`src/i2cm_pkg.sv`:
```
// Shared types and constants of the I2C master bit engine.
`default_nettype none
package i2cm_pkg;

   // Width of the phase counter (also the used part of the half period) and of the half period.
   localparam int DIV_WIDTH = 16;
   localparam int HP_WIDTH = 16;
   localparam logic [HP_WIDTH-1:0] HP_RESET = 16'd250;

   // Command codes.
   localparam logic [2:0] OP_START = 3'd0;
   localparam logic [2:0] OP_STOP  = 3'd1;
   localparam logic [2:0] OP_WRITE = 3'd2;
   localparam logic [2:0] OP_READ  = 3'd3;
   localparam logic [2:0] OP_CHECK = 3'd4;
   localparam logic [2:0] OP_ACK   = 3'd5;
   localparam logic [2:0] OP_NACK  = 3'd6;
   localparam logic [2:0] OP_NONE  = 3'd7;

   // Bit index of the first bit sent or received.
   localparam logic [2:0] MSB_INDEX = 3'd7;

   // Depth of the queue between front and back.
   localparam int QUEUE_DEPTH = 2;
   localparam int QUEUE_PTR_W = $clog2(QUEUE_DEPTH);
   localparam int QUEUE_CNT_W = $clog2(QUEUE_DEPTH + 1);

   // One classified tick as it travels through the queue.
   typedef struct packed {
      logic       cmd_ok;
      logic [2:0] op;
      logic [7:0] wbyte;
      logic       sda;
   } item_type;

   // Fill status of the queue.
   typedef struct packed {
      logic full;
      logic empty;
   } q_status_type;

endpackage
`default_nettype wire

```
`src/i2cm_front.sv`:
```
// Front end: accepts ticks and classifies the offered command.
`default_nettype none
module i2cm_front
   import i2cm_pkg::*;
(
   input  wire logic         req_valid,
   output logic              req_ready,
   input  wire logic         req_cmd_valid,
   input  wire logic [2:0]   req_op,
   input  wire logic [7:0]   req_write_byte,
   input  wire logic         req_sda_in,
   input  wire q_status_type q_status,
   output logic              push,
   output item_type          push_item
);

   // The queue takes an item whenever it has room.
   assign req_ready = !q_status.full;
   assign push      = req_valid && !q_status.full;

   // A command counts only when offered with a meaningful code.
   always_comb begin
      push_item.cmd_ok = req_cmd_valid && (req_op != OP_NONE);
      push_item.op     = req_op;
      push_item.wbyte  = req_write_byte;
      push_item.sda    = req_sda_in;
   end

endmodule
`default_nettype wire

```
`src/i2cm_queue.sv`:
```
// Short item queue between the front end and the sequencer.
`default_nettype none
module i2cm_queue
   import i2cm_pkg::*;
(
   input  wire logic     clock,
   input  wire logic     reset,
   input  wire logic     push,
   input  wire item_type push_item,
   input  wire logic     pop,
   output item_type      pop_item,
   output q_status_type  q_status
);

   item_type                q_mem_ff [QUEUE_DEPTH];
   logic [QUEUE_PTR_W-1:0]  wptr_ff, wptr_in;
   logic [QUEUE_PTR_W-1:0]  rptr_ff, rptr_in;
   logic [QUEUE_CNT_W-1:0]  count_ff, count_in;

   // Pointer and fill count updates.
   always_comb begin
      wptr_in  = wptr_ff;
      rptr_in  = rptr_ff;
      count_in = count_ff;
      if (push) begin
         wptr_in = (wptr_ff == QUEUE_PTR_W'(QUEUE_DEPTH - 1)) ? '0 : wptr_ff + 1'b1;
      end
      if (pop) begin
         rptr_in = (rptr_ff == QUEUE_PTR_W'(QUEUE_DEPTH - 1)) ? '0 : rptr_ff + 1'b1;
      end
      if (push && !pop) begin
         count_in = count_ff + 1'b1;
      end else if (pop && !push) begin
         count_in = count_ff - 1'b1;
      end
   end

   always_ff @(posedge clock) begin
      if (reset) begin
         wptr_ff  <= '0;
         rptr_ff  <= '0;
         count_ff <= '0;
      end else begin
         wptr_ff  <= wptr_in;
         rptr_ff  <= rptr_in;
         count_ff <= count_in;
      end
   end

   // Entry storage; needs no reset.
   always_ff @(posedge clock) begin
      if (push) begin
         q_mem_ff[wptr_ff] <= push_item;
      end
   end

   assign pop_item       = q_mem_ff[rptr_ff];
   assign q_status.full  = (count_ff == QUEUE_CNT_W'(QUEUE_DEPTH));
   assign q_status.empty = (count_ff == '0);

endmodule
`default_nettype wire

```
`src/i2cm_back.sv`:
```
// Back end: the bus sequencer that runs one tick per item and registers the result.
`default_nettype none
module i2cm_back
   import i2cm_pkg::*;
(
   input  wire logic                clock,
   input  wire logic                reset,
   input  wire logic                csr_wr_en,
   input  wire logic [HP_WIDTH-1:0] csr_wr_data,
   input  wire q_status_type        q_status,
   input  wire item_type            pop_item,
   output logic                     pop,
   output logic                     rsp_valid,
   input  wire logic                rsp_ready,
   output logic                     rsp_scl_out,
   output logic                     rsp_sda_out,
   output logic                     rsp_busy_res,
   output logic                     rsp_done_res,
   output logic [7:0]               rsp_read_byte,
   output logic                     rsp_ack_seen
);

   // Sequence codes: idle, or phase number plus one.
   localparam logic [1:0] SEQ_IDLE = 2'd0;
   localparam logic [1:0] SEQ_PH0  = 2'd1;

   // Phase numbers within a command.
   localparam logic [1:0] PH_FIRST  = 2'd0;
   localparam logic [1:0] PH_SECOND = 2'd1;
   localparam logic [1:0] PH_THIRD  = 2'd2;

   typedef struct packed {
      logic ok;
      logic scl;
      logic sda;
      logic long_hold;
   } phase_type;

   logic [HP_WIDTH-1:0]  hp_ff, hp_in;
   logic [DIV_WIDTH-1:0] pc_ff, pc_in;
   logic [1:0]           seq_ff, seq_in;
   logic [2:0]           op_ff, op_in;
   logic [2:0]           bit_ff, bit_in;
   logic [7:0]           tx_ff, tx_in;
   logic [7:0]           rx_ff, rx_in;
   logic                 ack_ff, ack_in;
   logic                 scl_ff, scl_in;
   logic                 sda_ff, sda_in;
   logic                 rsp_valid_ff, rsp_valid_in;
   logic                 rsp_scl_ff, rsp_sda_ff, rsp_busy_ff, rsp_done_ff, rsp_ack_ff;
   logic [7:0]           rsp_rbyte_ff;

   logic [DIV_WIDTH-1:0] hold;
   logic                 start, busy, done;
   logic [1:0]           seq_a, ph, nxt;
   logic [2:0]           op_a, bit_a;
   logic [7:0]           tx_a, rx_a;
   logic                 scl_a, sda_a;
   logic [DIV_WIDTH-1:0] pc_a, pc_dec;
   phase_type            ent0, ent1;
   logic [DIV_WIDTH-1:0] n_pc;
   logic [1:0]           n_seq;
   logic [2:0]           n_bit;
   logic [7:0]           n_rx;
   logic                 n_ack, n_scl, n_sda;

   // Levels and hold kind on entering a phase of a command.
   function automatic phase_type enter_phase(input logic [2:0] op, input logic [1:0] phase,
                                             input logic [2:0] bidx, input logic [7:0] tx,
                                             input logic scl_cur, input logic sda_cur);
      phase_type p;
      p.ok        = 1'b1;
      p.scl       = scl_cur;
      p.sda       = sda_cur;
      p.long_hold = 1'b1;
      unique case (op)
         OP_START: begin
            unique case (phase)
               PH_FIRST: begin
                  p.scl = 1'b1;
                  p.sda = 1'b1;
               end
               PH_SECOND: begin
                  p.scl       = 1'b1;
                  p.sda       = 1'b0;
                  p.long_hold = 1'b0;
               end
               PH_THIRD: begin
                  p.scl = 1'b0;
                  p.sda = 1'b0;
               end
               default: p.ok = 1'b0;
            endcase
         end
         OP_STOP: begin
            unique case (phase)
               PH_FIRST: begin
                  p.sda       = 1'b0;
                  p.long_hold = 1'b0;
               end
               PH_SECOND: begin
                  p.scl = 1'b1;
                  p.sda = 1'b0;
               end
               default: p.ok = 1'b0;
            endcase
         end
         default: begin
            unique case (phase)
               PH_FIRST: begin
                  p.scl = 1'b1;
                  if (op == OP_WRITE) begin
                     p.sda = tx[bidx];
                  end else if (op == OP_ACK) begin
                     p.sda = 1'b0;
                  end else begin
                     p.sda = 1'b1;
                  end
               end
               PH_SECOND: p.scl = 1'b0;
               default:   p.ok  = 1'b0;
            endcase
         end
      endcase
      return p;
   endfunction

   // A zero half period is taken as one tick.
   assign hold = (hp_ff[DIV_WIDTH-1:0] == '0) ? DIV_WIDTH'(1) : hp_ff[DIV_WIDTH-1:0];

   // A tick is worked on when one is queued and the result register is free.
   assign pop = !q_status.empty && (!rsp_valid_ff || rsp_ready);

   // One tick of the sequencer: accept a command, then count down and step phases.
   always_comb begin
      start = (seq_ff == SEQ_IDLE) && pop_item.cmd_ok;
      op_a  = start ? pop_item.op : op_ff;
      tx_a  = start ? pop_item.wbyte : tx_ff;
      bit_a = start ? MSB_INDEX : bit_ff;
      rx_a  = (start && pop_item.op == OP_READ) ? 8'd0 : rx_ff;
      ent0  = enter_phase(pop_item.op, PH_FIRST, MSB_INDEX, pop_item.wbyte, scl_ff, sda_ff);
      seq_a = start ? SEQ_PH0 : seq_ff;
      scl_a = start ? ent0.scl : scl_ff;
      sda_a = start ? ent0.sda : sda_ff;
      pc_a  = start ? (ent0.long_hold ? hold : DIV_WIDTH'(1)) : pc_ff;
      busy  = (seq_a != SEQ_IDLE);

      pc_dec = (pc_a != '0) ? pc_a - 1'b1 : pc_a;
      ph     = seq_a - 1'b1;
      nxt    = ph + 1'b1;
      n_pc   = pc_a;
      n_seq  = seq_a;
      n_bit  = bit_a;
      n_rx   = rx_a;
      n_ack  = ack_ff;
      n_scl  = scl_a;
      n_sda  = sda_a;
      done   = 1'b0;
      ent1   = '0;

      if (busy) begin
         n_pc = pc_dec;
         if (pc_dec == '0) begin
            // Sample SDA on the last high tick of a read bit or an ack check.
            if (ph == PH_FIRST && op_a == OP_READ && pop_item.sda) begin
               n_rx[bit_a] = 1'b1;
            end
            if (ph == PH_FIRST && op_a == OP_CHECK) begin
               n_ack = !pop_item.sda;
            end
            // Loop back for the next bit of a byte.
            if (ph == PH_SECOND && (op_a == OP_WRITE || op_a == OP_READ) && bit_a != '0) begin
               n_bit = bit_a - 1'b1;
               nxt   = PH_FIRST;
            end
            ent1 = enter_phase(op_a, nxt, n_bit, tx_a, scl_a, sda_a);
            if (ent1.ok) begin
               n_scl = ent1.scl;
               n_sda = ent1.sda;
               n_pc  = ent1.long_hold ? hold : DIV_WIDTH'(1);
               n_seq = nxt + 1'b1;
            end else begin
               if (op_a == OP_STOP || op_a == OP_ACK) begin
                  n_sda = 1'b1;
               end
               n_seq = SEQ_IDLE;
               done  = 1'b1;
            end
         end
      end
   end

   // Sequencer state advances only when a tick is taken; the half period loads on a CSR write.
   always_comb begin
      hp_in  = csr_wr_en ? csr_wr_data : hp_ff;
      pc_in  = pop ? n_pc  : pc_ff;
      seq_in = pop ? n_seq : seq_ff;
      op_in  = pop ? op_a  : op_ff;
      bit_in = pop ? n_bit : bit_ff;
      tx_in  = pop ? tx_a  : tx_ff;
      rx_in  = pop ? n_rx  : rx_ff;
      ack_in = pop ? n_ack : ack_ff;
      scl_in = pop ? n_scl : scl_ff;
      sda_in = pop ? n_sda : sda_ff;
      if (pop) begin
         rsp_valid_in = 1'b1;
      end else if (rsp_ready) begin
         rsp_valid_in = 1'b0;
      end else begin
         rsp_valid_in = rsp_valid_ff;
      end
   end

   always_ff @(posedge clock) begin
      if (reset) begin
         hp_ff        <= HP_RESET;
         pc_ff        <= '0;
         seq_ff       <= SEQ_IDLE;
         op_ff        <= OP_START;
         bit_ff       <= '0;
         tx_ff        <= '0;
         rx_ff        <= '0;
         ack_ff       <= 1'b0;
         scl_ff       <= 1'b1;
         sda_ff       <= 1'b1;
         rsp_valid_ff <= 1'b0;
      end else begin
         hp_ff        <= hp_in;
         pc_ff        <= pc_in;
         seq_ff       <= seq_in;
         op_ff        <= op_in;
         bit_ff       <= bit_in;
         tx_ff        <= tx_in;
         rx_ff        <= rx_in;
         ack_ff       <= ack_in;
         scl_ff       <= scl_in;
         sda_ff       <= sda_in;
         rsp_valid_ff <= rsp_valid_in;
      end
   end

   // Result register; loaded with the tick's outputs.
   always_ff @(posedge clock) begin
      if (pop) begin
         rsp_scl_ff   <= scl_a;
         rsp_sda_ff   <= sda_a;
         rsp_busy_ff  <= busy;
         rsp_done_ff  <= done;
         rsp_rbyte_ff <= n_rx;
         rsp_ack_ff   <= n_ack;
      end
   end

   assign rsp_valid     = rsp_valid_ff;
   assign rsp_scl_out   = rsp_scl_ff;
   assign rsp_sda_out   = rsp_sda_ff;
   assign rsp_busy_res  = rsp_busy_ff;
   assign rsp_done_res  = rsp_done_ff;
   assign rsp_read_byte = rsp_rbyte_ff;
   assign rsp_ack_seen  = rsp_ack_ff;

endmodule
`default_nettype wire

```
`src/i2c_master_bit_engine_core.sv`:
```
// I2C master bit engine: top level joining front end, queue and sequencer.
// Each accepted tick is stored in the queue, then taken by the sequencer, whose outputs go to the result register.
// Throughput: one tick per cycle while the result register is free or being emptied.
// A two-entry queue decouples the input from result back-pressure.
// Reset is synchronous and active high; it sets a half period of 250 and both lines released.
`default_nettype none
module i2c_master_bit_engine_core
   import i2cm_pkg::*;
(
   input  wire logic                clock,
   input  wire logic                reset,
   input  wire logic                req_valid,
   output logic                     req_ready,
   input  wire logic                req_cmd_valid,
   input  wire logic [2:0]          req_op,
   input  wire logic [7:0]          req_write_byte,
   input  wire logic                req_sda_in,
   output logic                     rsp_valid,
   input  wire logic                rsp_ready,
   output logic                     rsp_scl_out,
   output logic                     rsp_sda_out,
   output logic                     rsp_busy_res,
   output logic                     rsp_done_res,
   output logic [7:0]               rsp_read_byte,
   output logic                     rsp_ack_seen,
   input  wire logic                csr_wr_en,
   input  wire logic [HP_WIDTH-1:0] csr_wr_data
);

   q_status_type q_status;
   item_type     push_item;
   item_type     pop_item;
   logic         push;
   logic         pop;

   // Accept and classify ticks.
   i2cm_front u_front (
      .req_valid      (req_valid),
      .req_ready      (req_ready),
      .req_cmd_valid  (req_cmd_valid),
      .req_op         (req_op),
      .req_write_byte (req_write_byte),
      .req_sda_in     (req_sda_in),
      .q_status       (q_status),
      .push           (push),
      .push_item      (push_item)
   );

   // Hold ticks between the two halves.
   i2cm_queue u_queue (
      .clock     (clock),
      .reset     (reset),
      .push      (push),
      .push_item (push_item),
      .pop       (pop),
      .pop_item  (pop_item),
      .q_status  (q_status)
   );

   // Run the bus sequence and register each result.
   i2cm_back u_back (
      .clock         (clock),
      .reset         (reset),
      .csr_wr_en     (csr_wr_en),
      .csr_wr_data   (csr_wr_data),
      .q_status      (q_status),
      .pop_item      (pop_item),
      .pop           (pop),
      .rsp_valid     (rsp_valid),
      .rsp_ready     (rsp_ready),
      .rsp_scl_out   (rsp_scl_out),
      .rsp_sda_out   (rsp_sda_out),
      .rsp_busy_res  (rsp_busy_res),
      .rsp_done_res  (rsp_done_res),
      .rsp_read_byte (rsp_read_byte),
      .rsp_ack_seen  (rsp_ack_seen)
   );

endmodule
`default_nettype wire

```
`config.mk`:
```
export PLATFORM = sky130hd
export DESIGN_NAME = i2c_master_bit_engine_core
export DESIGN_NICKNAME = d
export VERILOG_FILES = /design/src/i2cm_pkg.sv /design/src/i2cm_front.sv /design/src/i2cm_queue.sv /design/src/i2cm_back.sv /design/src/i2c_master_bit_engine_core.sv
export SDC_FILE = /design/constraint.sdc
export NUM_CORES = 1
export LEC_CHECK = 0
export BUFFER_PORTS_ARGS = -buffer_cell sky130_fd_sc_hd__clkbuf_2
export CORE_UTILIZATION = 65
export CTS_CLUSTER_SIZE = 20
export DETAILED_ROUTE_END_ITERATION = 10
export HOLD_SLACK_MARGIN = 0.06
export PLACE_DENSITY = 0.87
export RECOVER_POWER = 100
export SYNTH_ARGS = -nofsm -noshare
export SYNTH_HDL_FRONTEND = slang
export SYNTH_SLANG_ARGS = --single-unit
```
`constraint.sdc`:
```
create_clock -name clock -period 8.2 [get_ports clock]
set_input_delay 1.64 -clock clock [delete_from_list [all_inputs] [get_ports clock]]
set_output_delay 1.64 -clock clock [all_outputs]
set_load 0.01 [all_outputs]
```
* Word level (Yosys, flattened, before mapping)
Memory sizes are Yosys's and may differ from the RTL's. A register that Yosys moved wholly into a read port is not among the register bits.
Index checks and enable logic that the tools add are counted.
** Storage, ports and cells
- Register bits after elaboration :: 77
- Memory bits (writable) :: 26
- Input bits :: 34
- Output and inout port bits :: 15
- Logic and storage cells :: 161
- Memories :: 1
** Operators by class
- $add $sub $neg :: 9
- $lt $le $gt $ge :: 3
- Eq/ne operators :: 14
- Multiplexer cells :: 75
- Bitwise logic cells :: 1
- Reduce and logical (&&, ||, !) cells :: 38
** Memories
- u_queue.q_mem_ff :: words 2, width 13, rd ports 1, clocked after memory_dff 1, write ports 1, line i2cm_queue.sv:15 : item_type q_mem_ff [QUEUE_DEPTH];
** Operators with widths (count)
- two-way mux 16 bit :: 8
- two-way mux 8 bit :: 5
- two-way mux 1 bit :: 37
- zero test 16 bit :: 2
- two-way mux 3 bit :: 9
- two-way mux 2 bit :: 9
- nonzero test 16 bit :: 1
- subtractor 16 x 1 -> 16 bit (second input constant) :: 1
- logical AND 1 bit :: 13
- equality test 3 x 2 -> 1 bit (second input constant) :: 4
- equality test 3 bit (second input constant) :: 3
- zero test 2 bit :: 4
- < comparator 3 x 4 -> 1 bit (second input constant) :: 2
- bitwise OR 8 bit :: 1
- adder 2 x 1 -> 2 bit (second input constant) :: 3
- equality test 3 x 1 -> 1 bit (second input constant) :: 2
- zero test 1 bit :: 6
- zero test 3 bit :: 2
- one-hot mux 1 bit (2 select lines) :: 3
- one-hot mux 2 bit (3 select lines) :: 1
- one-hot mux 3 bit (2 select lines) :: 1
- nonzero test 2 bit :: 3
- equality test 2 x 1 -> 1 bit (second input constant) :: 2
- equality test 2 bit (second input constant) :: 2
- 12 further kinds :: 16

* Logic depth before layout (Yosys ltp)
Gate-level depths: netlist (run 1).
- Depth after elaboration :: 20
- Mapped depth :: 19
- Depth with buffers taken out :: 15

* Modules after synthesis
A second synthesis (run 1) with hierarchy kept.
** Unflattened totals
- Cells, all modules :: 630
- Area total of the unflattened synthesis :: 5677.9 µm²
** Modules (own cells, without submodules)
- i2cm_back :: times used 1, cells an instance 552, area an instance 4428.0 µm², seq. area each 1591.5 µm²
- i2cm_queue :: times used 1, cells an instance 62, area an instance 1139.8 µm², seq. area each 880.8 µm²
- i2cm_front :: times used 1, cells an instance 16, area an instance 110.1 µm², seq. area each 0.0 µm²

* Worst setup path after synthesis (run 1)
No wires, ideal clock.
- Kind :: register -> register
- Start point :: register u_back.seq_ff[1]
- End point :: register u_back.bit_ff[0]
- Setup time :: 78 ps
- Arrival time :: 3965 ps
- Required time :: 8122 ps
- Path slack :: 4157 ps
- Cell stages (with the launch flop) :: 16
- Path buffers :: 2
- Clock period less this slack :: 4043 ps
- Cell sequence :: dfxtp_1 -> or2_0 -> clkbuf_1 -> nor2_4 -> buf_4 -> nor2_1 -> a21oi_1 -> inv_1 -> ha_1 -> o311ai_2 -> nor4_4 -> or4_1 -> a2111o_1 -> nor4_1 -> mux2_2 -> nor3_1
** Between the ends
- Longest elaborated chain between the ends :: 12
- Elaborated cells between the ends (all ways) :: 25
- Classes of those cells :: add/sub: 3; eq/ne: 3; mux: 10; reduce/logical: 9
** RTL lines
- start: declaration :: line i2cm_back.sv:41 : logic [1:0] seq_ff, seq_in;
- start signal: assignment :: line i2cm_back.sv:230 : seq_ff <= seq_in;
- branches (longest 11 deep; another with subtractor 16 x 1 -> 16 bit)
- two-way mux 3 bit (*) :: line i2cm_back.sv:161 : if (busy) begin
- end signal: assignment :: line i2cm_back.sv:232 : bit_ff <= bit_in;
- end: declaration :: line i2cm_back.sv:43 : logic [2:0] bit_ff, bit_in;
Mark *: on every way between the ends. The select of a mux whose other input is x is not followed.
A chain may end at the register's enable or synchronous reset.

==> flow_summary_export.csv, run 1 <==
group,metric,value,unit
global_routing,track_usage,32.9,%
clocking,root_buffer,"clkbuf_8",
layout,syn2layout_area_growth,6.30,%
yosys,ys_ff_latch,104,
layout,final_cell_mix,"dfxtp_1, nor2_1, nand2_1, a21oi_1, edfxtp_1",
clocking,cts_resized,0,
power,p_switching,1160,uW
clocking,cts_tree,"yes",
yosys,synth_cell_types,79,
power,p_seq_share,31.4,%
clocking,cts_buffers,9,
detailed_routing,drt-total-wl,14300,um
layout,utilization,73.0,%
detailed_routing,dr.pass1.iters,6,
floorplan,die_h,96.1,um
yosys,async_reset_ff_share,0,%
global_routing,grt_max_degree,61,
yosys,yosysSeqAreaShare,43.0,%
clocking,clkSinkCount,104,
floorplan,die_x,96.1,um
timing,fin_crit,6.64,ns
clocking,cts_htree_levels,3,
place,dp_hpwl,9600,um
yosys,syn_inst,623,
power,power_leakage,0.00215,uW
detailed_routing,dr_total_vias,5122,
clocking,clk_latency,0.38,ns
status,violations,"capacitance limit, slew limit",
detailed_routing,ant_nets,0,
global_routing,antenna_found_initial,0,
global_routing,grt_first_pass_wirelength,23100,um
floorplan,core,8380,um2
worst_setup_path,critPathLaunchType,"flop",
power,ir_drop,226,uV
min_path,hp-class,"reg -> reg",
timing,period_share,81.0,%
yosys,ys_warn_count,0,
timing,slew_viol_final,122,
timing,hold_viol,0,
layout,drive_gt1_share,10.7,%
layout,nNetsFinal,691,
yosys,synth_edf_count,39,
worst_setup_path,critical_path.max_fanout,22,
yosys,syn_area,5760,um2
global_routing,grtUsageMet2,49.1,%
clocking,post_cts_buffers,0,
timing,tns,0,ns
detailed_routing,drc,0,
worst_setup_path,crit_type,"reg -> reg",
layout,final_common_cell,"dfxtp_1",
yosys,syn_nets,662,
place,io_buffers,48,
power,power_density,392,nW/um2
timing,rsz0062_at_grt,"false",
clocking,clk_path_buf_depth,2,
job,maxCapViolations,2,
status,status,"complete, but fails checks",
global_routing,top_usage_layer,"met2",
power,clkPwrFrac,14.3,%
detailed_routing,routedWlPerCell,18.8,um
floorplan,rows,33,
worst_setup_path,cp-end-kind,"flop",
detailed_routing,viasPerCell,6.72,
timing,max_slew.worst_pin.slew,2.71,ns
detailed_routing,drt_iter0_markers,815,
global_routing,overflow,0,
power,combPwrFrac,54.3,%
global_routing,grtUsageMet1,46.9,%
power,switching_share,48.2,%
clocking,cts.clk_slew.worst_paths,0.11,ns
floorplan,pin_count,49,
floorplan,start_util,68.7,%
global_routing,grt.met3_usage,8.69,%
timing,fin_worst_skew,0.0144,ns
worst_setup_path,crit_arrival,6.81,ns
floorplan,die-area,9240,um2
yosys,syn_avg_cell_area,9.24,um2
timing,fmax,151,MHz
global_routing,grt_pass1_vias,4744,
yosys,synthFlopType,"dfxtp_1",
timing,setup_viol_count_final,0,
power,p_int,1240,uW
worst_setup_path,critPathRequiredTime,8.37,ns
place,gp_congestion,0.930,
timing,max-slew-margin-rel,-80.4,%
clocking,ctsHoldBuffers,0,
layout,num_antenna_cells,0,
[flip-flops by register name, summed over array words and instances (netlist names), named ones only]
name / count
u_queue.q_mem_ff: 26
u_back.hp_ff: 16
u_back.pc_ff: 16
u_back.rsp_read_byte: 8
u_back.rx_ff: 8
u_back.tx_ff: 8
u_back.bit_ff: 3
u_back.op_ff: 3
u_back.seq_ff: 2
u_queue.count_ff: 2
u_back.ack_ff: 1
u_back.rsp_ack_seen: 1
u_back.rsp_busy_res: 1
u_back.rsp_done_res: 1
u_back.rsp_scl_out: 1
u_back.rsp_sda_out: 1
u_back.rsp_valid: 1
u_back.scl_ff: 1
u_back.sda_ff: 1
u_queue.rptr_ff: 1
u_queue.wptr_ff: 1
[power groups by stage]
stage                     logic, uW  clock network (uW)  registers, uW
after floorplan                1000                   0            743
after global placement         1250                   0            751
after detailed placement       1280                   0            758
after CTS                      1290                 343            749
after global routing           1420                 364            766
final                          1300                 344            753
[stage by stage]
stage	setup slack (ns)	cell area, um2	std cells	total power, uW	hold slack (ns)
floorplan	4.16	5760	623	1740	0.425
global placement	3.33	6010	746	2000	0.431
detailed placement	3.08	6010	746	2040	0.442
CTS	2.97	6220	762	2390	0.458
global route	1.28	6120	762	2550	0.483
finish	1.56	6120	762	2400	0.468
[worst max-delay path: stages, from the launching register on]
cell and delay [ns]:
dfxtp_1 0.40, clkbuf_1 0.96, mux2_1 0.67, nand2_1 0.30, clkbuf_1 0.50, a22oi_1 0.65, nand4_1 0.35, nor4_1 0.47
xor2_1 0.22, a31oi_1 0.41, nor4_4 0.72, nand4_1 0.37, o31ai_1 0.39
[layout make-up]
cell class	count	area, um2
well taps	105	131
clock buffers	11	153
repair buffers	54	239
clock inverters	5	56.3
fillers	639	2260
multi-input cells	468	3010
flip-flops and latches	104	2470
inverters	15	56.3
[final timing paths]
path         slack [ns]                       to            start  cells after the start
max reg2reg        1.56  u_back.rsp_read_byte[6]             flop                     12
min reg2reg        0.47          u_back.rx_ff[5]  u_back.rx_ff[5]                      2
min                0.47          u_back.rx_ff[5]  u_back.rx_ff[5]                      2
max                1.56  u_back.rsp_read_byte[6]             flop                     12
[synth_stat cells, types with 4 or more instances]
cell	instances	area, um2
nor4_1	8	50.1
a31oi_2	5	62.6
edfxtp_1	39	1170
a211oi_1	10	75.1
a31oi_1	12	75.1
o31ai_1	11	82.6
nor2b_1	12	75.1
mux2i_1	29	290
nand2_1	52	195
ha_1	5	62.6
clkbuf_1	26	97.6
inv_1	15	56.3
a21oi_1	39	195
o21ai_1	4	20.0
nand2b_1	12	75.1
nand3_1	28	140
dfxtp_1	65	1300
buf_1	4	15.0
a21boi_0	8	60.1
nor3_1	33	165
a211o_1	6	52.6
o21ai_0	33	165
xnor2_1	8	70.1
nor2_1	58	218
or3_1	5	31.3
xor2_1	9	78.8
a311oi_1	4	35.0
[kinds of logic after synthesis]
| family | after synthesis | synth area share [%] |
|---|---|---|
| flip-flops | 104 | 43.0 |
| XOR/XNOR | 17 | 2.59 |
| AO/OA/AOI/OAI | 168 | 20.5 |
| buffers and inverters | 51 | 3.87 |
| multiplexers | 35 | 6.52 |
| adder cells (fa/ha/maj) | 5 | 1.09 |
| AND/OR/NAND/NOR | 243 | 22.5 |
[per-layer routing]
metal	vias up	share of wire, %
li1	2385	-
met1	2379	42
met2	320	45
met3	38	11
met4	0	1.8
met5	-	0
(Power assumes the default switching activity.)
==> run 2, diff against run 1 <==
Settings changed: CORE_UTILIZATION 65 to 60, PLACE_DENSITY 0.87 to 0.81.
Clock period 8.2 ns to 6.4 ns, I/O delays scaled along.
==> flow_summary_export.csv, run 2 (same netlist as run 1, synthesis figures left out) <==
group,metric,value,unit
layout,utilization,66.4,%
layout,final_common_cell,"dfxtp_1",
clocking,clk_latency,0.39,ns
floorplan,start_util,62.0,%
global_routing,overflow,0,
floorplan,die_x,99.9,um
floorplan,die-area,9990,um2
status,status,"complete, but fails checks",
clocking,root_buffer,"clkbuf_8",
place,io_buffers,48,
power,switching_share,47.6,%
power,p_total,3010,uW
clocking,cts_htree_levels,3,
clocking,cts_resized,0,
detailed_routing,ant_nets,0,
floorplan,pin_count,49,
timing,fin_worst_skew,0.0183,ns
timing,max-slew-margin-rel,-84.1,%
timing,tns,0,ns
place,gp_congestion,0.931,
global_routing,track_usage,28.6,%
status,violations,"capacitance limit, slew limit",
global_routing,grt_pass1_vias,4534,
detailed_routing,dr_total_vias,5027,
layout,syn2layout_area_growth,7.17,%
layout,final_cell_mix,"dfxtp_1, nor2_1, nand2_1, a21oi_1, edfxtp_1",
layout,fill_cells,794,
global_routing,grt_max_degree,61,
timing,fmax,183,MHz
power,power_density,488,nW/um2
clocking,post_cts_buffers,0,
detailed_routing,viasPerCell,6.36,
power,power_leakage,0.00217,uW
layout,regArea,2470,um2
place,place_area,6070,um2
clocking,clkSinkCount,104,
worst_setup_path,crit_arrival,5.58,ns
job,maxCapViolations,2,
detailed_routing,drt-total-wl,13800,um
timing,period_share,85.3,%
layout,num_antenna_cells,0,
worst_setup_path,critical_path_buf_inv_count,3,
timing,slew_viol_final,122,
worst_setup_path,critPathLaunchType,"primary input",
timing,fin_crit,5.46,ns
timing,hold_viol,0,
floorplan,die_h,99.9,um
worst_setup_path,critical_path.top_delay_family,"buffers and inverters",
timing,rsz0062_at_grt,"false",
timing,setup_viol_count_final,0,
floorplan,rows,35,
detailed_routing,dr.pass1.iters,7,
clocking,cts_tree,"yes",
detailed_routing,drt_iter0_markers,466,
worst_setup_path,cp_cell_sequence,"clkbuf_2, nand2b_1, o21ai_0, clkinv_1, clkbuf_1, nand2_1, a21oi_1, o31ai_1, a21oi_1, a2111oi_0",
min_path,hp-class,"reg -> reg",
clocking,clk_path_buf_depth,2,
layout,nNetsFinal,695,
worst_setup_path,slowest_stage,"clkbuf_1",
layout,drive_gt1_share,11.8,%
clocking,cts_buffers,9,
clocking,ctsHoldBuffers,0,
power,clkPwrFrac,13.0,%
worst_setup_path,critical_path.max_fanout,60,
layout,finalInstanceArea,6170,um2
layout,reg_top3,"u_queue.q_mem_ff (26), u_back.hp_ff (16), u_back.pc_ff (16)",
floorplan,core,9280,um2
power,p_seq_share,31.9,%
global_routing,antenna_found_initial,0,
power,p_int,1580,uW
power,p_switching,1430,uW
power,ir_drop,341,uV
worst_setup_path,critPathMaxStageDelay,1.93,ns
layout,largest-register,"u_queue.q_mem_ff",
place,dp_hpwl,9420,um
detailed_routing,drc,0,
power,combPwrFrac,55.1,%
clocking,cts.clk_slew.worst_paths,0.11,ns
worst_setup_path,cp_common_cell,"a21oi_1",
global_routing,grt_first_pass_wirelength,22500,um
worst_setup_path,critPathRequiredTime,6.52,ns
layout,largest_reg_flops,26,
detailed_routing,routedWlPerCell,17.5,um
timing,max_slew.worst_pin.slew,2.76,ns
worst_setup_path,cp-end-kind,"flop",
layout,multiInputGateArea,3020,um2
worst_setup_path,crit_type,"in -> reg",
run 2: cell count changes in the layout (fill, tap and decap cells not counted), sizes merged:
cell and change:
clkinvlp +1, buf +6, inv +1, clkbuf -3
clkinv -1
run 2: final cells by class:
cell class              count  area share [%]
repair buffers             58            4.50
multi-input cells         468            49.0
clock buffers              10            2.07
well taps                 129            2.62
inverters                  15           0.913
clock inverters             6           0.791
flip-flops and latches    104            40.1
run 2: worst paths after layout:
kind / from / endpoint / slack, ns / cells after the start
setup / recovery: rsp_ready / u_back.pc_ff[5] / 0.94 / 10
hold / removal: u_back.rx_ff[4] / u_back.rx_ff[4] / 0.46 / 2
setup reg to reg: u_back.seq_ff[0] / u_back.rsp_read_byte[0] / 0.97 / 11
hold reg to reg: u_back.rx_ff[4] / u_back.rx_ff[4] / 0.46 / 2
run 2: worst reg2reg max path: stages (launching register included):
cell      delay, ns
dfxtp_1        0.45
nor2_1         0.71
nand2_1        0.34
clkbuf_1       0.49
a22oi_1        0.51
nand4_1        0.31
nor4_1         0.46
xor2_1         0.19
a31oi_1        0.40
nor4_4         0.72
nand4_1        0.38
o31ai_1        0.30
run 2: stage by stage:
| stage | hold slack (ns) | worst slack (ns) | instances |
|---|---|---|---|
| 3_3_place_gp | 0.433 | 1.66 | 774 |
| 4_1_cts | 0.460 | 1.43 | 790 |
| 2_1_floorplan | 0.425 | 2.36 | 623 |
| 6_report | 0.460 | 0.943 | 790 |
| 5_1_grt | 0.483 | 0.532 | 790 |
| 3_5_place_dp | 0.443 | 1.47 | 774 |
run 2: power by group through the flow:
| stage | Combinational, uW | Sequential, uW | Clock, uW |
|---|---|---|---|
| final | 1660 | 960 | 392 |
| after detailed placement | 1640 | 969 | 0 |
| after global routing | 1810 | 975 | 423 |
| after CTS | 1650 | 955 | 396 |
| after global placement | 1610 | 964 | 0 |
| after floorplan | 1280 | 951 | 0 |
run 2: routing by layer:
layer | up-vias | part of all wire [%] | GRT usage [%]
met2 | 245 | 46 | 44.0
met1 | 2372 | 44 | 40.5
met5 | - | 0 | 0
met3 | 25 | 8.8 | 5.78
li1 | 2385 | - | -
met4 | 0 | 1.6 | 9.16
==> run 3, diff against run 2 <==
Settings changed: CAP_MARGIN set to 20, CORE_UTILIZATION 60 to 40, PLACE_DENSITY 0.81 to 0.58, RECOVER_POWER 100 to not set.
==> flow_summary_export.csv, run 3 (same netlist as run 1, synthesis figures left out) <==
group,metric,value,unit
status,status,"completed",
global_routing,grtUsageMet1,28.2,%
timing,hold_viol,0,
global_routing,grtUsageMet2,31.5,%
floorplan,start_util,41.3,%
detailed_routing,drc,0,
worst_setup_path,critical_path.top_delay_family,"compound AO/OA/AOI/OAI gates",
worst_setup_path,critical_path.max_fanout,27,
layout,largest-register,"u_queue.q_mem_ff",
place,gp_congestion,0.927,
worst_setup_path,reg2reg_depth,14,
worst_setup_path,crit_type,"reg -> reg",
timing,fin_crit,5.26,ns
global_routing,antenna_found_initial,0,
global_routing,overflow,0,
detailed_routing,dr_total_vias,4909,
floorplan,die_x,122,um
timing,slew_viol_final,0,
worst_setup_path,cp_cell_sequence,"buf_4, or2_0, nor2_4, nor2_1, a21oi_1, inv_1, ha_1, o311ai_2, nor4_4, or4_1, a2111o_1, a211oi_4, a21oi_1, a2111oi_1",
clocking,ctsHoldBuffers,0,
detailed_routing,viasPerCell,5.83,
clocking,cts.clk_slew.worst_paths,0.08,ns
timing,fin_ws,1.14,ns
place,io_buffers,48,
layout,nNetsFinal,696,
place,place_ws,1.18,ns
layout,num_antenna_cells,0,
timing,rsz0062_at_grt,"false",
timing,hold_slack,0.449,ns
clocking,root_buffer,"clkbuf_16",
clocking,cts_buffers,9,
worst_setup_path,cp_common_cell,"a21oi_1",
clocking,clk_path_buf_depth,2,
detailed_routing,routedWlPerCell,16.9,um
clocking,clk_latency,0.36,ns
global_routing,track_usage,20.3,%
timing,max_slew.worst_pin.slew,0.743,ns
min_path,hp-class,"reg -> reg",
worst_setup_path,critPathRequiredTime,6.65,ns
detailed_routing,dr.pass1.iters,5,
layout,finalInstanceArea,6440,um2
clocking,clkSinkCount,104,
timing,period_share,82.2,%
layout,largest_reg_flops,26,
timing,tns,0,ns
worst_setup_path,critPathMaxStageDelay,0.67,ns
worst_setup_path,crit_arrival,5.51,ns
floorplan,core,13900,um2
clocking,cts_tree,"yes",
place,place_area,6140,um2
layout,reg_top3,"u_queue.q_mem_ff (26), u_back.hp_ff (16), u_back.pc_ff (16)",
worst_setup_path,cp-end-kind,"flop",
floorplan,rows,43,
place,dp.cells,825,
timing,fmax,190,MHz
floorplan,die-area,14900,um2
floorplan,die_h,122,um
global_routing,top_usage_layer,"met2",
power,ir_drop,301,uV
layout,final_common_cell,"dfxtp_1",
layout,final_cell_mix,"dfxtp_1, nor2_1, nand2_1, clkbuf_2",
min_path,whs_path_depth,2,
power,power_leakage,0.00232,uW
timing,setup_viol_count_final,0,
timing,fin_worst_skew,0.0130,ns
layout,drive_gt1_share,16.8,%
floorplan,pin_count,49,
timing,max-slew-margin-rel,50.1,%
clocking,cts_htree_levels,3,
layout,syn2layout_area_growth,11.9,%
worst_setup_path,slowest_stage,"nor2_4",
detailed_routing,ant_nets,0,
global_routing,grt.met3_usage,3.09,%
power,power_density,497,nW/um2
worst_setup_path,critical_path_buf_inv_count,2,
layout,stdcell_count,842,
global_routing,grt_first_pass_wirelength,23500,um
job,maxCapViolations,0,
detailed_routing,drt-total-wl,14200,um
place,dp_hpwl,9680,um
clocking,cts_resized,0,
detailed_routing,drt_iter0_markers,474,
worst_setup_path,critPathLaunchType,"flop",
clocking,post_cts_buffers,0,
worst_setup_path,cp.depth,14,
global_routing,grt_pass1_vias,4574,
global_routing,grt_max_degree,61,
run 3: cell types whose count changed in the layout (fill, tap and decap cells not counted), moves of 3 or more:
cell	before	now
buf_4	7	11
clkbuf_1	25	1
o21ai_1	1	4
o21ai_0	36	32
clkbuf_16	0	9
clkbuf_8	9	0
clkbuf_2	27	48
run 3: path summary, 6_finish.rpt:
check / start / endpoint / slack, ns
hold / removal: u_back.rx_ff[4] / u_back.rx_ff[4] / 0.45
hold reg to reg: u_back.rx_ff[4] / u_back.rx_ff[4] / 0.45
setup reg to reg: u_back.seq_ff[1] / u_back.pc_ff[5] / 1.14
setup / recovery: u_back.seq_ff[1] / u_back.pc_ff[5] / 1.14
run 3: worst reg2reg max path: stages (launching register included):
cell,delay (ns)
dfxtp_1,0.30
buf_4,0.17
or2_0,0.44
nor2_4,0.67
nor2_1,0.09
a21oi_1,0.35
inv_1,0.18
ha_1,0.31
o311ai_2,0.18
nor4_4,0.20
or4_1,0.52
a2111o_1,0.57
a211oi_4,0.63
a21oi_1,0.16
a2111oi_1,0.37
run 3: through the flow:
step	utilization, %	total power, uW
floorplan	-	2230
global placement	44.1	2610
detailed placement	44.1	2630
CTS	46.2	3200
global route	46.2	3440
finish	46.2	3200
run 3: report_power, final:
part / internal (uW) / switching, uW / total, uW
clock: 306 / 258 / 564
sequential: 859 / 87.9 / 947
combinational: 583 / 1110 / 1690
run 3: area by class of cell:
type                    count  area (um2)
fillers                  1343        7490
multi-input cells         468        3070
flip-flops and latches    104        2470
repair buffers             59         323
clock buffers              10         229
well taps                 180         225
clock inverters             6        66.3
inverters                  15        56.3
run 3: metal layers:
layer / vias to the layer above / wire length (um)
li1: 2398 / -
met1: 2373 / 6840
met2: 124 / 6490
met3: 14 / 690
met4: 0 / 213
met5: - / 0
